File: src/rtl/b64e_pkg.sv
// b64e_pkg: shared types, constants and the base64 alphabet lookup
// used by the front, queue, back and top level of the base64 stream encoder
// depends on: nothing
`default_nettype none

package b64e_pkg;

  // ascii code of the padding character
  localparam logic [6:0] PAD_CHAR = 7'h3D;

  // most characters one input byte can produce
  localparam int unsigned MAX_CHARS = 4;

  // position of a byte in its 3-byte group
  typedef enum logic [1:0] {
    POS_FIRST  = 2'd0,
    POS_SECOND = 2'd1,
    POS_THIRD  = 2'd2
  } grp_pos_e;

  // one classified byte: up to four characters, index of the last one,
  // and whether its last character closes the message
  typedef struct packed {
    logic [MAX_CHARS-1:0][6:0] chars;
    logic [1:0]                last_idx;
    logic                      fin;
  } job_t;

  // queue status seen by the front and the back
  typedef struct packed {
    logic full;
    logic empty;
  } q_status_t;

  // standard base64 alphabet
  function automatic logic [6:0] sextet_char(input logic [5:0] v);
    logic [6:0] ch;
    if (v < 6'd26) begin
      ch = 7'h41 + {1'b0, v};
    end else if (v < 6'd52) begin
      ch = 7'h61 + {1'b0, v} - 7'd26;
    end else if (v < 6'd62) begin
      ch = 7'h30 + {1'b0, v} - 7'd52;
    end else if (v == 6'd62) begin
      ch = 7'h2B;
    end else begin
      ch = 7'h2F;
    end
    return ch;
  endfunction

endpackage

`default_nettype wire

File: src/rtl/b64e_if.sv
// b64e_if: valid/ready channel interfaces for raw bytes and encoded characters
// depends on: nothing
`default_nettype none

interface b64e_byte_if;
  logic       valid;
  logic       ready;
  logic [7:0] data_byte;
  logic       final_byte;

  modport source (output valid, data_byte, final_byte, input ready);
  modport sink   (input valid, data_byte, final_byte, output ready);
endinterface

interface b64e_char_if;
  logic       valid;
  logic       ready;
  logic [6:0] out_char;
  logic       final_char;

  modport source (output valid, out_char, final_char, input ready);
  modport sink   (input valid, out_char, final_char, output ready);
endinterface

`default_nettype wire

File: src/rtl/base64_stream_encoder.sv
// base64_stream_encoder: top level of the streaming base64 encoder
// depends on: b64e_pkg, b64e_if, b64e_front, b64e_queue, b64e_back
//
//   channel    dir  word                       handshake
//   byte_in    in   data_byte[7:0], final_byte valid / ready
//   char_out   out  out_char[6:0], final_char  valid / ready
//
// a byte is taken every cycle while the job queue (QueueDepth jobs) has room
// the back sends one character per cycle from its output register while a
// job is queued and char_out is not stalled, so the character channel sets
// the pace: 4 characters per 3 bytes, up to 4 for a final byte; a taken
// byte's job goes through the queue and the output register to char_out
// reset clears group position, leftover bits, queue and output valid
// a stalled char_out fills the queue and then drops byte_in.ready
`default_nettype none

module base64_stream_encoder
  import b64e_pkg::*;
#(
  parameter int unsigned QueueDepth = 2
) (
  input  logic        clk_i,
  input  logic        rst_ni,
  b64e_byte_if.sink   byte_in,
  b64e_char_if.source char_out
);

  q_status_t q_status;
  job_t      push_job;
  job_t      head_job;
  logic      push;
  logic      pop;

  b64e_front u_front (
    .clk_i      (clk_i),
    .rst_ni     (rst_ni),
    .byte_in    (byte_in),
    .q_status_i (q_status),
    .push_o     (push),
    .job_o      (push_job)
  );

  b64e_queue #(
    .Depth (QueueDepth)
  ) u_queue (
    .clk_i    (clk_i),
    .rst_ni   (rst_ni),
    .push_i   (push),
    .job_i    (push_job),
    .pop_i    (pop),
    .head_o   (head_job),
    .status_o (q_status)
  );

  b64e_back u_back (
    .clk_i      (clk_i),
    .rst_ni     (rst_ni),
    .head_i     (head_job),
    .q_status_i (q_status),
    .pop_o      (pop),
    .char_out   (char_out)
  );

endmodule

`default_nettype wire

File: src/rtl/b64e_front.sv
// b64e_front: accepts raw bytes, tracks group position and leftover bits,
// and builds the character job for each byte
// depends on: b64e_pkg, b64e_if
`default_nettype none

module b64e_front
  import b64e_pkg::*;
(
  input  logic           clk_i,
  input  logic           rst_ni,
  b64e_byte_if.sink      byte_in,
  input  q_status_t      q_status_i,
  output logic           push_o,
  output job_t           job_o
);

  grp_pos_e   pos_q, pos_d;
  logic [3:0] left_q, left_d;
  logic [7:0] b;
  logic       fin;

  assign b   = byte_in.data_byte;
  assign fin = byte_in.final_byte;

  // take a word whenever the queue has room
  assign byte_in.ready = !q_status_i.full;
  assign push_o        = byte_in.valid && !q_status_i.full;

  // next group position and leftover bits
  always_comb begin
    pos_d  = pos_q;
    left_d = left_q;
    if (push_o) begin
      case (pos_q)
        POS_SECOND: begin
          pos_d  = fin ? POS_FIRST : POS_THIRD;
          left_d = fin ? 4'd0 : b[3:0];
        end
        POS_THIRD: begin
          pos_d  = POS_FIRST;
          left_d = 4'd0;
        end
        default: begin
          pos_d  = fin ? POS_FIRST : POS_SECOND;
          left_d = fin ? 4'd0 : {2'b00, b[1:0]};
        end
      endcase
    end
  end

  // character job for the incoming byte
  always_comb begin
    job_o.chars    = {MAX_CHARS{PAD_CHAR}};
    job_o.last_idx = 2'd0;
    job_o.fin      = fin;
    case (pos_q)
      POS_SECOND: begin
        job_o.chars[0] = sextet_char({left_q[1:0], b[7:4]});
        if (fin) begin
          job_o.chars[1] = sextet_char({b[3:0], 2'b00});
          job_o.last_idx = 2'd2;
        end
      end
      POS_THIRD: begin
        job_o.chars[0] = sextet_char({left_q, b[7:6]});
        job_o.chars[1] = sextet_char(b[5:0]);
        job_o.last_idx = 2'd1;
      end
      default: begin
        job_o.chars[0] = sextet_char(b[7:2]);
        if (fin) begin
          job_o.chars[1] = sextet_char({b[1:0], 4'b0000});
          job_o.last_idx = 2'd3;
        end
      end
    endcase
  end

  always_ff @(posedge clk_i or negedge rst_ni) begin
    if (!rst_ni) begin
      pos_q  <= POS_FIRST;
      left_q <= 4'd0;
    end else begin
      pos_q  <= pos_d;
      left_q <= left_d;
    end
  end

endmodule

`default_nettype wire

File: src/rtl/b64e_queue.sv
// b64e_queue: short first-in first-out queue of character jobs between
// the front and the back
// depends on: b64e_pkg
`default_nettype none

module b64e_queue
  import b64e_pkg::*;
#(
  parameter int unsigned Depth = 2
) (
  input  logic      clk_i,
  input  logic      rst_ni,
  input  logic      push_i,
  input  job_t      job_i,
  input  logic      pop_i,
  output job_t      head_o,
  output q_status_t status_o
);

  localparam int unsigned PtrW = (Depth > 1) ? $clog2(Depth) : 1;
  localparam int unsigned CntW = $clog2(Depth + 1);
  localparam logic [PtrW-1:0] LastPtr = PtrW'(Depth - 1);
  localparam logic [CntW-1:0] FullCnt = CntW'(Depth);

  job_t            mem_q [Depth];
  logic [PtrW-1:0] wr_ptr_q, wr_ptr_d;
  logic [PtrW-1:0] rd_ptr_q, rd_ptr_d;
  logic [CntW-1:0] cnt_q, cnt_d;
  logic            do_pop;

  assign status_o.full  = (cnt_q == FullCnt);
  assign status_o.empty = (cnt_q == '0);
  assign head_o         = mem_q[rd_ptr_q];
  assign do_pop         = pop_i && !status_o.empty;

  // pointer and fill count update
  always_comb begin
    wr_ptr_d = wr_ptr_q;
    rd_ptr_d = rd_ptr_q;
    cnt_d    = cnt_q;
    if (push_i) begin
      wr_ptr_d = (wr_ptr_q == LastPtr) ? '0 : wr_ptr_q + 1'b1;
    end
    if (do_pop) begin
      rd_ptr_d = (rd_ptr_q == LastPtr) ? '0 : rd_ptr_q + 1'b1;
    end
    case ({push_i, do_pop})
      2'b10:   cnt_d = cnt_q + 1'b1;
      2'b01:   cnt_d = cnt_q - 1'b1;
      default: cnt_d = cnt_q;
    endcase
  end

  always_ff @(posedge clk_i or negedge rst_ni) begin
    if (!rst_ni) begin
      wr_ptr_q <= '0;
      rd_ptr_q <= '0;
      cnt_q    <= '0;
    end else begin
      wr_ptr_q <= wr_ptr_d;
      rd_ptr_q <= rd_ptr_d;
      cnt_q    <= cnt_d;
    end
  end

  // job storage, no reset needed
  always_ff @(posedge clk_i) begin
    if (push_i) begin
      mem_q[wr_ptr_q] <= job_i;
    end
  end

endmodule

`default_nettype wire

File: src/rtl/b64e_back.sv
// b64e_back: walks the characters of the head job onto the output register
// depends on: b64e_pkg, b64e_if
`default_nettype none

module b64e_back
  import b64e_pkg::*;
(
  input  logic        clk_i,
  input  logic        rst_ni,
  input  job_t        head_i,
  input  q_status_t   q_status_i,
  output logic        pop_o,
  b64e_char_if.source char_out
);

  logic       out_valid_q, out_valid_d;
  logic [6:0] out_char_q, out_char_d;
  logic       out_final_q, out_final_d;
  logic [1:0] idx_q, idx_d;
  logic       load;
  logic       take;
  logic       at_last;

  // output register may refill when empty or being drained
  assign load    = !out_valid_q || char_out.ready;
  assign take    = load && !q_status_i.empty;
  assign at_last = (idx_q == head_i.last_idx);
  assign pop_o   = take && at_last;

  always_comb begin
    out_valid_d = out_valid_q;
    out_char_d  = out_char_q;
    out_final_d = out_final_q;
    idx_d       = idx_q;
    if (load) begin
      out_valid_d = !q_status_i.empty;
    end
    if (take) begin
      out_char_d  = head_i.chars[idx_q];
      out_final_d = head_i.fin && at_last;
      idx_d       = at_last ? 2'd0 : idx_q + 2'd1;
    end
  end

  always_ff @(posedge clk_i or negedge rst_ni) begin
    if (!rst_ni) begin
      out_valid_q <= 1'b0;
      idx_q       <= 2'd0;
    end else begin
      out_valid_q <= out_valid_d;
      idx_q       <= idx_d;
    end
  end

  // character payload
  always_ff @(posedge clk_i) begin
    out_char_q  <= out_char_d;
    out_final_q <= out_final_d;
  end

  assign char_out.valid      = out_valid_q;
  assign char_out.out_char   = out_char_q;
  assign char_out.final_char = out_final_q;

endmodule

`default_nettype wire

File: src/flat_wrapper.sv
// flat-port wrapper written by rule: the top's interface ports become plain ports
module base64_stream_encoder_flat import b64e_pkg::*;
#(
  parameter int unsigned QueueDepth = 2
)
  (clk_i, rst_ni, byte_in_valid, byte_in_data_byte, byte_in_final_byte, byte_in_ready, char_out_valid, char_out_out_char, char_out_final_char, char_out_ready);
  b64e_byte_if byte_in_i ();
  b64e_char_if char_out_i ();
  input  logic clk_i;
  input  logic rst_ni;
  input wire logic [$bits(byte_in_i.valid)-1:0] byte_in_valid;
  input wire logic [$bits(byte_in_i.data_byte)-1:0] byte_in_data_byte;
  input wire logic [$bits(byte_in_i.final_byte)-1:0] byte_in_final_byte;
  output wire logic [$bits(byte_in_i.ready)-1:0] byte_in_ready;
  output wire logic [$bits(char_out_i.valid)-1:0] char_out_valid;
  output wire logic [$bits(char_out_i.out_char)-1:0] char_out_out_char;
  output wire logic [$bits(char_out_i.final_char)-1:0] char_out_final_char;
  input wire logic [$bits(char_out_i.ready)-1:0] char_out_ready;
  assign byte_in_i.valid = byte_in_valid;
  assign byte_in_i.data_byte = byte_in_data_byte;
  assign byte_in_i.final_byte = byte_in_final_byte;
  assign byte_in_ready = byte_in_i.ready;
  assign char_out_valid = char_out_i.valid;
  assign char_out_out_char = char_out_i.out_char;
  assign char_out_final_char = char_out_i.final_char;
  assign char_out_i.ready = char_out_ready;
  base64_stream_encoder #(.QueueDepth(QueueDepth)) u_core (.clk_i(clk_i), .rst_ni(rst_ni), .byte_in(byte_in_i), .char_out(char_out_i));
endmodule
File: config.mk
export PLATFORM = sky130hd
export DESIGN_NAME = base64_stream_encoder_flat
export DESIGN_NICKNAME = d
export VERILOG_FILES = /design/src/rtl/b64e_pkg.sv /design/src/rtl/b64e_if.sv /design/src/rtl/base64_stream_encoder.sv /design/src/rtl/b64e_front.sv /design/src/rtl/b64e_queue.sv /design/src/rtl/b64e_back.sv /design/src/flat_wrapper.sv
export SDC_FILE = /design/constraint.sdc
export NUM_CORES = 1
export LEC_CHECK = 0
export ABC_AREA = 1
export BUFFER_PORTS_ARGS = -buffer_cell sky130_fd_sc_hd__buf_2
export CAP_MARGIN = 10
export CORE_MARGIN = 2
export CORE_UTILIZATION = 50
export DETAILED_ROUTE_END_ITERATION = 10
export PLACE_DENSITY = 0.67
export RECOVER_POWER = 100
export SYNTH_ARGS = -nofsm -noshare
export SYNTH_HDL_FRONTEND = slang
export SYNTH_SLANG_ARGS = --single-unit
export TNS_END_PERCENT = 50
File: constraint.sdc
create_clock -name clk_i -period 3.1 [get_ports clk_i]
set_input_delay 0.155 -clock clk_i [delete_from_list [all_inputs] [get_ports clk_i]]
set_output_delay 0.155 -clock clk_i [all_outputs]
set_load 0.03 [all_outputs]
==> reports/qor.yml, run 1 <==
placed_design:
  dp_cells: 647
  post-place-ws_ns: 0.880
  hpwl_um: 7730
  place_area_mm2: 0.00426
  place_congestion: 0.935
  io_buffers: 22
synthesis:
  syn_inst: 532
  synth_flop_cell: "edfxtp_1"
  yosys_warnings: 0
  ys_seq_elements: 55
  seq_area_frac_synth_pct: 38.6
  syn_nets: 568
  synth-edff-count: 42
  synth.avg_cell_area_um2: 7.72
  yosys.cell_types.count: 38
  synth_async_sr_flop_share_pct: 23.6
  syn_area_mm2: 0.00411
grt:
  use_met1_pct: 31.2
  grt_first_pass_wirelength_um: 16800
  grt_util_met2_pct: 40.5
  grt.met3_usage_pct: 2.79
  grt_util_all_layers_pct: 23.8
  grt_max_degree: 20
  antenna_found_initial: 0
  grt_pass1_vias: 3465
  overflow: 0
  grt_busiest_layer: "met2"
detailed_routing:
  first_iter_violations: 270
  drc: 0
  viasPerCell: 5.68
  ant_nets: 0
  wire_per_inst_um: 15.6
  routed_wl_um: 10200
  vias: 3723
  drt_pass1_iterations: 5
layout:
  finish.net_count: 586
  layout-drive-gt1-share_pct: 9.62
  n_antenna_cell: 0
  final_area_mm2: 0.00430
  stdcell_count: 656
  areaGrowthSynthToFinish_pct: 4.66
power:
  leakagePower_nw: 1.84
  ir_worst_vdd_uv: 248
  power_density_mw_per_mm2: 821
  finalPower_mw: 3.53
status:
  status: "complete, no violations"
clock_network:
  clock_latency_ns: 0.31
  cts_buffer_depth: 2
  clock_sinks: 55
  post_cts_buffers: 0
  cts.clk_slew.worst_paths_ns: 0.09
  cts_made_buffers: 5
  tritoncts: "yes"
  cts_htree_levels: 2
  clock-root-buffer: "clkbuf_8"
floorplanning:
  die_y_um: 94.6
  initial_utilization_pct: 50.7
  fp.dieW_um: 94.6
  num_rows: 33
  die_area_mm2: 0.00895
  io_pins: 23
  core_mm2: 0.00809
worst_setup_path:
  arrival_ns: 2.62
  worstPathRequired_ns: 3.29
  critical_path.startpoint_type: "flip-flop"
  crit_path_max_fanout: 19
  critPathKind: "reg2reg"
  cp-end-kind: "flip-flop"
sta:
  slew_viol_final: 0
  finalSetupViolCount: 0
  tns_ns: 0
  max_slew_margin_pct: 37.2
  rsz0062_at_grt: "no"
  hold_violations: 0
  setup_slack_ns: 0.672
  max_freq_mhz: 412
  clock_skew_ns: 0.00743
  worst-slew-pin-transition_ns: 0.942
  post-route-period-util_pct: 78.3
  finalCriticalPeriod_ns: 2.43
run:
  maxCapViolCount: 0
hold_path:
  hold_path_class: "in2reg"
[sequential cells by signal, indices dropped and copies added (netlist names)]
name / cells
u_core.u_queue.wr_ptr_q: 1
u_core.u_front.left_q: 4
u_core.u_back.char_out.valid: 1
u_core.u_front.pos_q: 2
u_core.u_back.char_out.out_char: 7
u_core.u_queue.cnt_q: 2
u_core.u_queue.mem_q: 34
u_core.u_back.idx_q: 2
u_core.u_back.char_out.final_char: 1
u_core.u_queue.rd_ptr_q: 1
[cell type report]
class                           instances  area (µm²)
Tap cell                              105         131
Inverter                               66         260
Clock inverter                          2        15.0
Timing Repair Buffer                   26         116
Sequential cell                        55        1590
Clock buffer                            6        72.6
Multi-Input combinational cell        396        2120
Fill cell                             795        3790
[logic make-up after synthesis]
group,after synthesis,synth area share [%]
AOI/OAI and AO/OA,97,13.6
adders and majority gates,23,7.01
DFF,55,38.6
and+or+nand+nor,259,27.8
xor gates and xnor gates,17,3.81
buffers and inverters,81,9.14
[cells in the final DEF, fill, tap and decap left out, types with 3 or more instances in the layout]
cell      netlist  layout
o21ai_0        48      48
nor2_1         49      51
nand4_1         4       4
o211ai_1        9       9
o22ai_1         3       3
buf_2           5      10
a21oi_1        20      21
nor2_2          3       3
o21ai_1         4       4
clkbuf_1        0      16
edfxtp_1       42      42
o221ai_1        5       5
inv_2          18      15
ha_1           23      23
xor2_1         13      13
dfrtp_1        13      13
xnor2_1         3       3
nand3_1        54      55
inv_1          44      47
nand2_1       130     132
inv_4           2       3
nand2_2         7       5
clkbuf_8        0       5
[metal layers]
metal / vias to the layer above / part of all wire, %
li1: 1811 / -
met1: 1725 / 42
met2: 164 / 49
met3: 23 / 6.2
met4: 0 / 2.7
met5: - / 0
[worst max-delay path, stage by stage (launching register included)]
cell and delay, ns:
dfrtp_1 0.80, inv_8 0.11, nand2_1 0.10, nand2_1 0.06, xor2_1 0.16, nand2_2 0.08
nor2_1 0.29, ha_1 0.32, a21oi_1 0.13, o21ai_0 0.11, xor2_1 0.15
[stage by stage]
stage,hold slack [ns],util (%)
2_1_floorplan,-0.141,-
3_3_place_gp,0.0553,52.6
3_5_place_dp,0.0676,52.6
4_1_cts,0.0180,53.8
5_1_grt,0.0191,53.1
6_report,0.0280,53.1
[timing repair]
item | CTS | global route
gates resized for setup | 0 | 0
hold buffers | 1 | 0
endpoints found under the hold margin | 13 | 0
setup endpoints to repair | 0 | 0
[power by group]
part	internal [mW]	switching (mW)
combinational	0.505	1.21
clock	0.163	0.231
sequential	1.22	0.196
total	1.89	1.64
[cell usage after synthesis, types with 2 or more instances]
library cell / number / area (µm²)
o221ai_1: 5 / 43.8
a21oi_1: 20 / 100
inv_1: 44 / 165
buf_4: 6 / 45.0
o211ai_1: 9 / 67.6
a21oi_2: 3 / 26.3
nand4_1: 4 / 25.0
o21ai_0: 48 / 240
nor3_1: 2 / 10.0
o21ai_1: 4 / 20.0
buf_6: 4 / 45.0
xor2_1: 13 / 114
nor2_1: 49 / 184
edfxtp_1: 42 / 1260
nand2_2: 7 / 43.8
nand3_1: 54 / 270
xnor2_1: 3 / 26.3
dfrtp_1: 13 / 325
buf_2: 5 / 25.0
ha_1: 23 / 288
nand3_2: 3 / 30.0
inv_4: 2 / 12.5
nor2_4: 4 / 45.0
inv_2: 18 / 67.6
o22ai_1: 3 / 18.8
nand2_1: 130 / 488
nor2_2: 3 / 18.8
[path summary, 6_finish.rpt]
kind	startpoint	endpoint	slack [ns]	cells past startpoint
setup reg to reg	u_core.u_queue.rd_ptr_q$_DFFE_PN0P_	u_core.u_queue.cnt_q[1]$_DFFE_PN0P_	0.67	10
setup / recovery	u_core.u_queue.rd_ptr_q$_DFFE_PN0P_	u_core.u_queue.cnt_q[1]$_DFFE_PN0P_	0.67	10
max in group asynchronous	rst_ni	u_core.u_queue.rd_ptr_q$_DFFE_PN0P_	2.22	2
hold reg to reg	u_core.u_queue.cnt_q[0]$_DFFE_PN0P_	u_core.u_queue.cnt_q[0]$_DFFE_PN0P_	0.53	1
min in group asynchronous	rst_ni	u_core.u_queue.wr_ptr_q$_DFFE_PN0P_	0.41	2
hold / removal	char_out_ready	u_core.u_back.char_out.valid$_DFFE_PN0N_	0.03	2
(Power assumes the default switching activity.)
==> run 2: changes to the inputs <==
Settings changed: ABC_AREA 1 to 0.
Clock period 3.1 ns to 2.3 ns, I/O delays scaled along.
==> reports/qor.yml, run 2 <==
layout:
  regMostFlops: "u_core.u_queue.mem_q"
  largest_reg_flops: 34  # unchanged
  layout.core_utilization_pct: 56.0  # +2.9 points
  layout-drive-gt1-share_pct: 15.4  # +5.7 points
  mostFrequentLayoutCell: "edfxtp_1"
  n_antenna_cell: 0  # unchanged
  layout_common_cells: "edfxtp_1, nand2_1, buf_4, a21oi_1, nor2_1"
  finish.net_count: 491  # -16%
  stdcell_count: 561  # -14%
  areaGrowthSynthToFinish_pct: 9.90
grt:
  grt_max_degree: 18  # -10%
  antenna_found_initial: 0  # unchanged
  grt_util_all_layers_pct: 23.6  # -0.22 points
  grt_pass1_vias: 3244  # -6.4%
  grt_first_pass_wirelength_um: 16300  # -2.8%
  overflow: 0  # unchanged
hold_path:
  whs_path_depth: 3  # +1
  hold_path_class: "in2reg"
  min_from: "char_out_ready"
  min_to: "u_core.u_back.char_out.valid$_DFFE_PN0N_"
worst_setup_path:
  cp-end-kind: "flip-flop"
  r2r_cells: 7  # -3
  crit_path_max_fanout: 6  # -13
  r2r-end: "u_core.u_queue.mem_q[0][4]$_DFFE_PP_"
  critical_path.startpoint_type: "flip-flop"
  arrival_ns: 2.22  # -0.40 ns
  regToRegSetupSlack_ns: 0.12  # -0.56 ns
  r2r_start: "u_core.u_front.left_q[1]$_DFFE_PN0P_"
  worstPathRequired_ns: 2.34  # -0.95 ns
  critPathKind: "reg2reg"
synthesis:
  synth_commonest_cells: "edfxtp_1, nand2_1, a21oi_1, ha_1, nor2_1"
  synth.most_common_cell: "edfxtp_1"
  synth-compound-area-share_pct: 20.4  # +6.8 points
  yosys_warnings: 0  # unchanged
  ys_top_cells_by_area: "edfxtp_1, dfrtp_1, ha_1"
  synthMuxAreaShare_pct: 6.59  # +6.6 points
  synth_top_family_by_area: "compound AO/OA/AOI/OAI gates"
  synth-edff-count: 42  # unchanged
  syn_inst: 423  # -20%
  syn_area_mm2: 0.00412  # +0.37%
  yosys.cell_types.count: 70  # +84%
  yosys.area_share.adder_pct: 6.98  # -0.026 points
  ys_seq_elements: 55  # unchanged
  seq_area_frac_synth_pct: 38.5  # -0.14 points
  synth_async_sr_flop_share_pct: 23.6  # unchanged
  yosys.area_share.simple_pct: 18.5  # -9.3 points
  syn_nets: 459  # -19%
  synth.avg_cell_area_um2: 9.74  # +26%
  synth_flop_cell: "edfxtp_1"
  synth.top_cell.area_share_pct: 30.6  # -0.11 points
  synth_top_area_cell: "edfxtp_1"
  synth-xor-area-share_pct: 3.19  # -0.62 points
detailed_routing:
  drc: 0  # unchanged
  drt_pass1_iterations: 4  # -1
  vias: 3475  # -6.7%
  routed_wl_um: 10200  # -0.40%
  viasPerCell: 6.19  # +9.1%
  ant_nets: 0  # unchanged
  first_iter_violations: 302  # +12%
  wire_per_inst_um: 18.1  # +16%
power:
  power_density_mw_per_mm2: 1100  # +34%
  ir_worst_vdd_uv: 356  # +44%
  finalPower_mw: 4.97  # +41%
  leakagePower_nw: 1.72  # -6.8%
floorplanning:
  initial_utilization_pct: 50.9  # +0.19 points
  die_y_um: 94.8  # +0.17%
  num_rows: 33  # unchanged
  die_area_mm2: 0.00899  # +0.35%
  io_pins: 23  # unchanged
  core_mm2: 0.00809  # unchanged
  fp.dieW_um: 94.8  # +0.17%
status:
  status: "complete, no violations"
clock_network:
  post_cts_buffers: 0  # unchanged
  cts.clk_slew.worst_paths_ns: 0.10  # about the same
  cts_htree_levels: 2  # unchanged
  clock_latency_ns: 0.31  # about the same
  cts_made_buffers: 5  # unchanged
  cts_buffer_depth: 2  # unchanged
  clock-root-buffer: "clkbuf_8"
  tritoncts: "yes"
  clock_sinks: 55  # unchanged
sta:
  clock_skew_ns: 0.0140  # +0.00653 ns
  worst-slew-pin-transition_ns: 0.943  # +0.00116 ns
  finalCriticalPeriod_ns: 2.18  # -0.245 ns
  max_freq_mhz: 458  # +11%
  finalSetupViolCount: 0  # unchanged
  tns_ns: 0  # unchanged
  hold_violations: 0  # unchanged
  setup_slack_ns: 0.117  # -0.555 ns
  rsz0062_at_grt: "no"
  post-route-period-util_pct: 94.9  # +17 points
  slew_viol_final: 0  # unchanged
  max_slew_margin_pct: 37.1  # -0.077 points
placed_design:
  place_congestion: 0.930  # -0.55%
  post-place-ws_ns: 0.164  # -0.716 ns
  dp_cells: 552  # -15%
  hpwl_um: 7830  # +1.3%
  io_buffers: 22  # unchanged
run:
  maxCapViolCount: 0  # unchanged
run 2: cell families (layout without fill, tap and decap cells):
logic type,Yosys count,in the layout
buf+inv,48,81
mux,18,18
simple gates,143,143
compound gates,121,121
fa+ha+maj,23,23
flops,55,55
xor+xnor,15,15
run 2: per-stage QoR:
| stage | area, µm² | hold WS [ns] |
|---|---|---|
| floorplan | 4120 | -0.181 |
| global placement | 4430 | 0.0144 |
| detailed placement | 4430 | 0.0136 |
| CTS | 4560 | 0.0566 |
| global route | 4530 | 0.0596 |
| finish | 4530 | 0.0555 |
run 2: timing repair:
action / in CTS / in global routing
endpoints found under the setup margin: 0 / 2
gates resized for setup: 0 / 2
endpoints found under the hold margin: 13 / 0
hold buffers: 1 / 0
run 2: routing by layer:
metal | track usage (%) | share of wire [%]
met4 | 8.09 | 2.8
met5 | 0 | 0
met3 | 2.95 | 4.6
met1 | 30.7 | 43
met2 | 40.7 | 50
run 2: worst max-delay path by stage:
| stage | depth (start not counted) | to | startpoint |
|---|---|---|---|
| floorplan | 4 | u_core.u_queue.mem_q[0][0]$_DFFE_PP_ | u_core.u_queue.cnt_q[0]$_DFFE_PN0P_ |
| global placement | 8 | u_core.u_queue.mem_q[0][7]$_DFFE_PP_ | byte_in_data_byte[5] |
| detailed placement | 7 | u_core.u_queue.mem_q[1][4]$_DFFE_PP_ | u_core.u_front.left_q[1]$_DFFE_PN0P_ |
| CTS | 7 | u_core.u_queue.mem_q[0][4]$_DFFE_PP_ | u_core.u_front.left_q[1]$_DFFE_PN0P_ |
| global route | 8 | u_core.u_queue.mem_q[1][3]$_DFFE_PP_ | u_core.u_front.left_q[0]$_DFFE_PN0P_ |
| finish | 7 | u_core.u_queue.mem_q[0][4]$_DFFE_PP_ | u_core.u_front.left_q[1]$_DFFE_PN0P_ |
run 2: critical path, stage by stage, from the launching register on:
cell      delay [ns]
dfrtp_1         0.47
inv_1           0.16
ha_2            0.24
nand3_1         0.10
nand2_1         0.16
mux2_2          0.37
a221oi_1        0.30
a21oi_1         0.12
run 2: final cells by class:
cell class	count	area, µm²
Inverter	19	71.3
Clock inverter	2	38.8
Clock buffer	6	82.6
Fill cell	753	3560
Sequential cell	55	1590
Timing Repair Buffer	54	319
Multi-Input combinational cell	320	2300
Tap cell	105	131
run 2: power breakdown:
group / internal [mW] / switching [mW] / total [mW]
sequential: 1.65 / 0.211 / 1.86
clock: 0.358 / 0.308 / 0.666
combinational: 0.953 / 1.49 / 2.44
total: 2.96 / 2.01 / 4.97
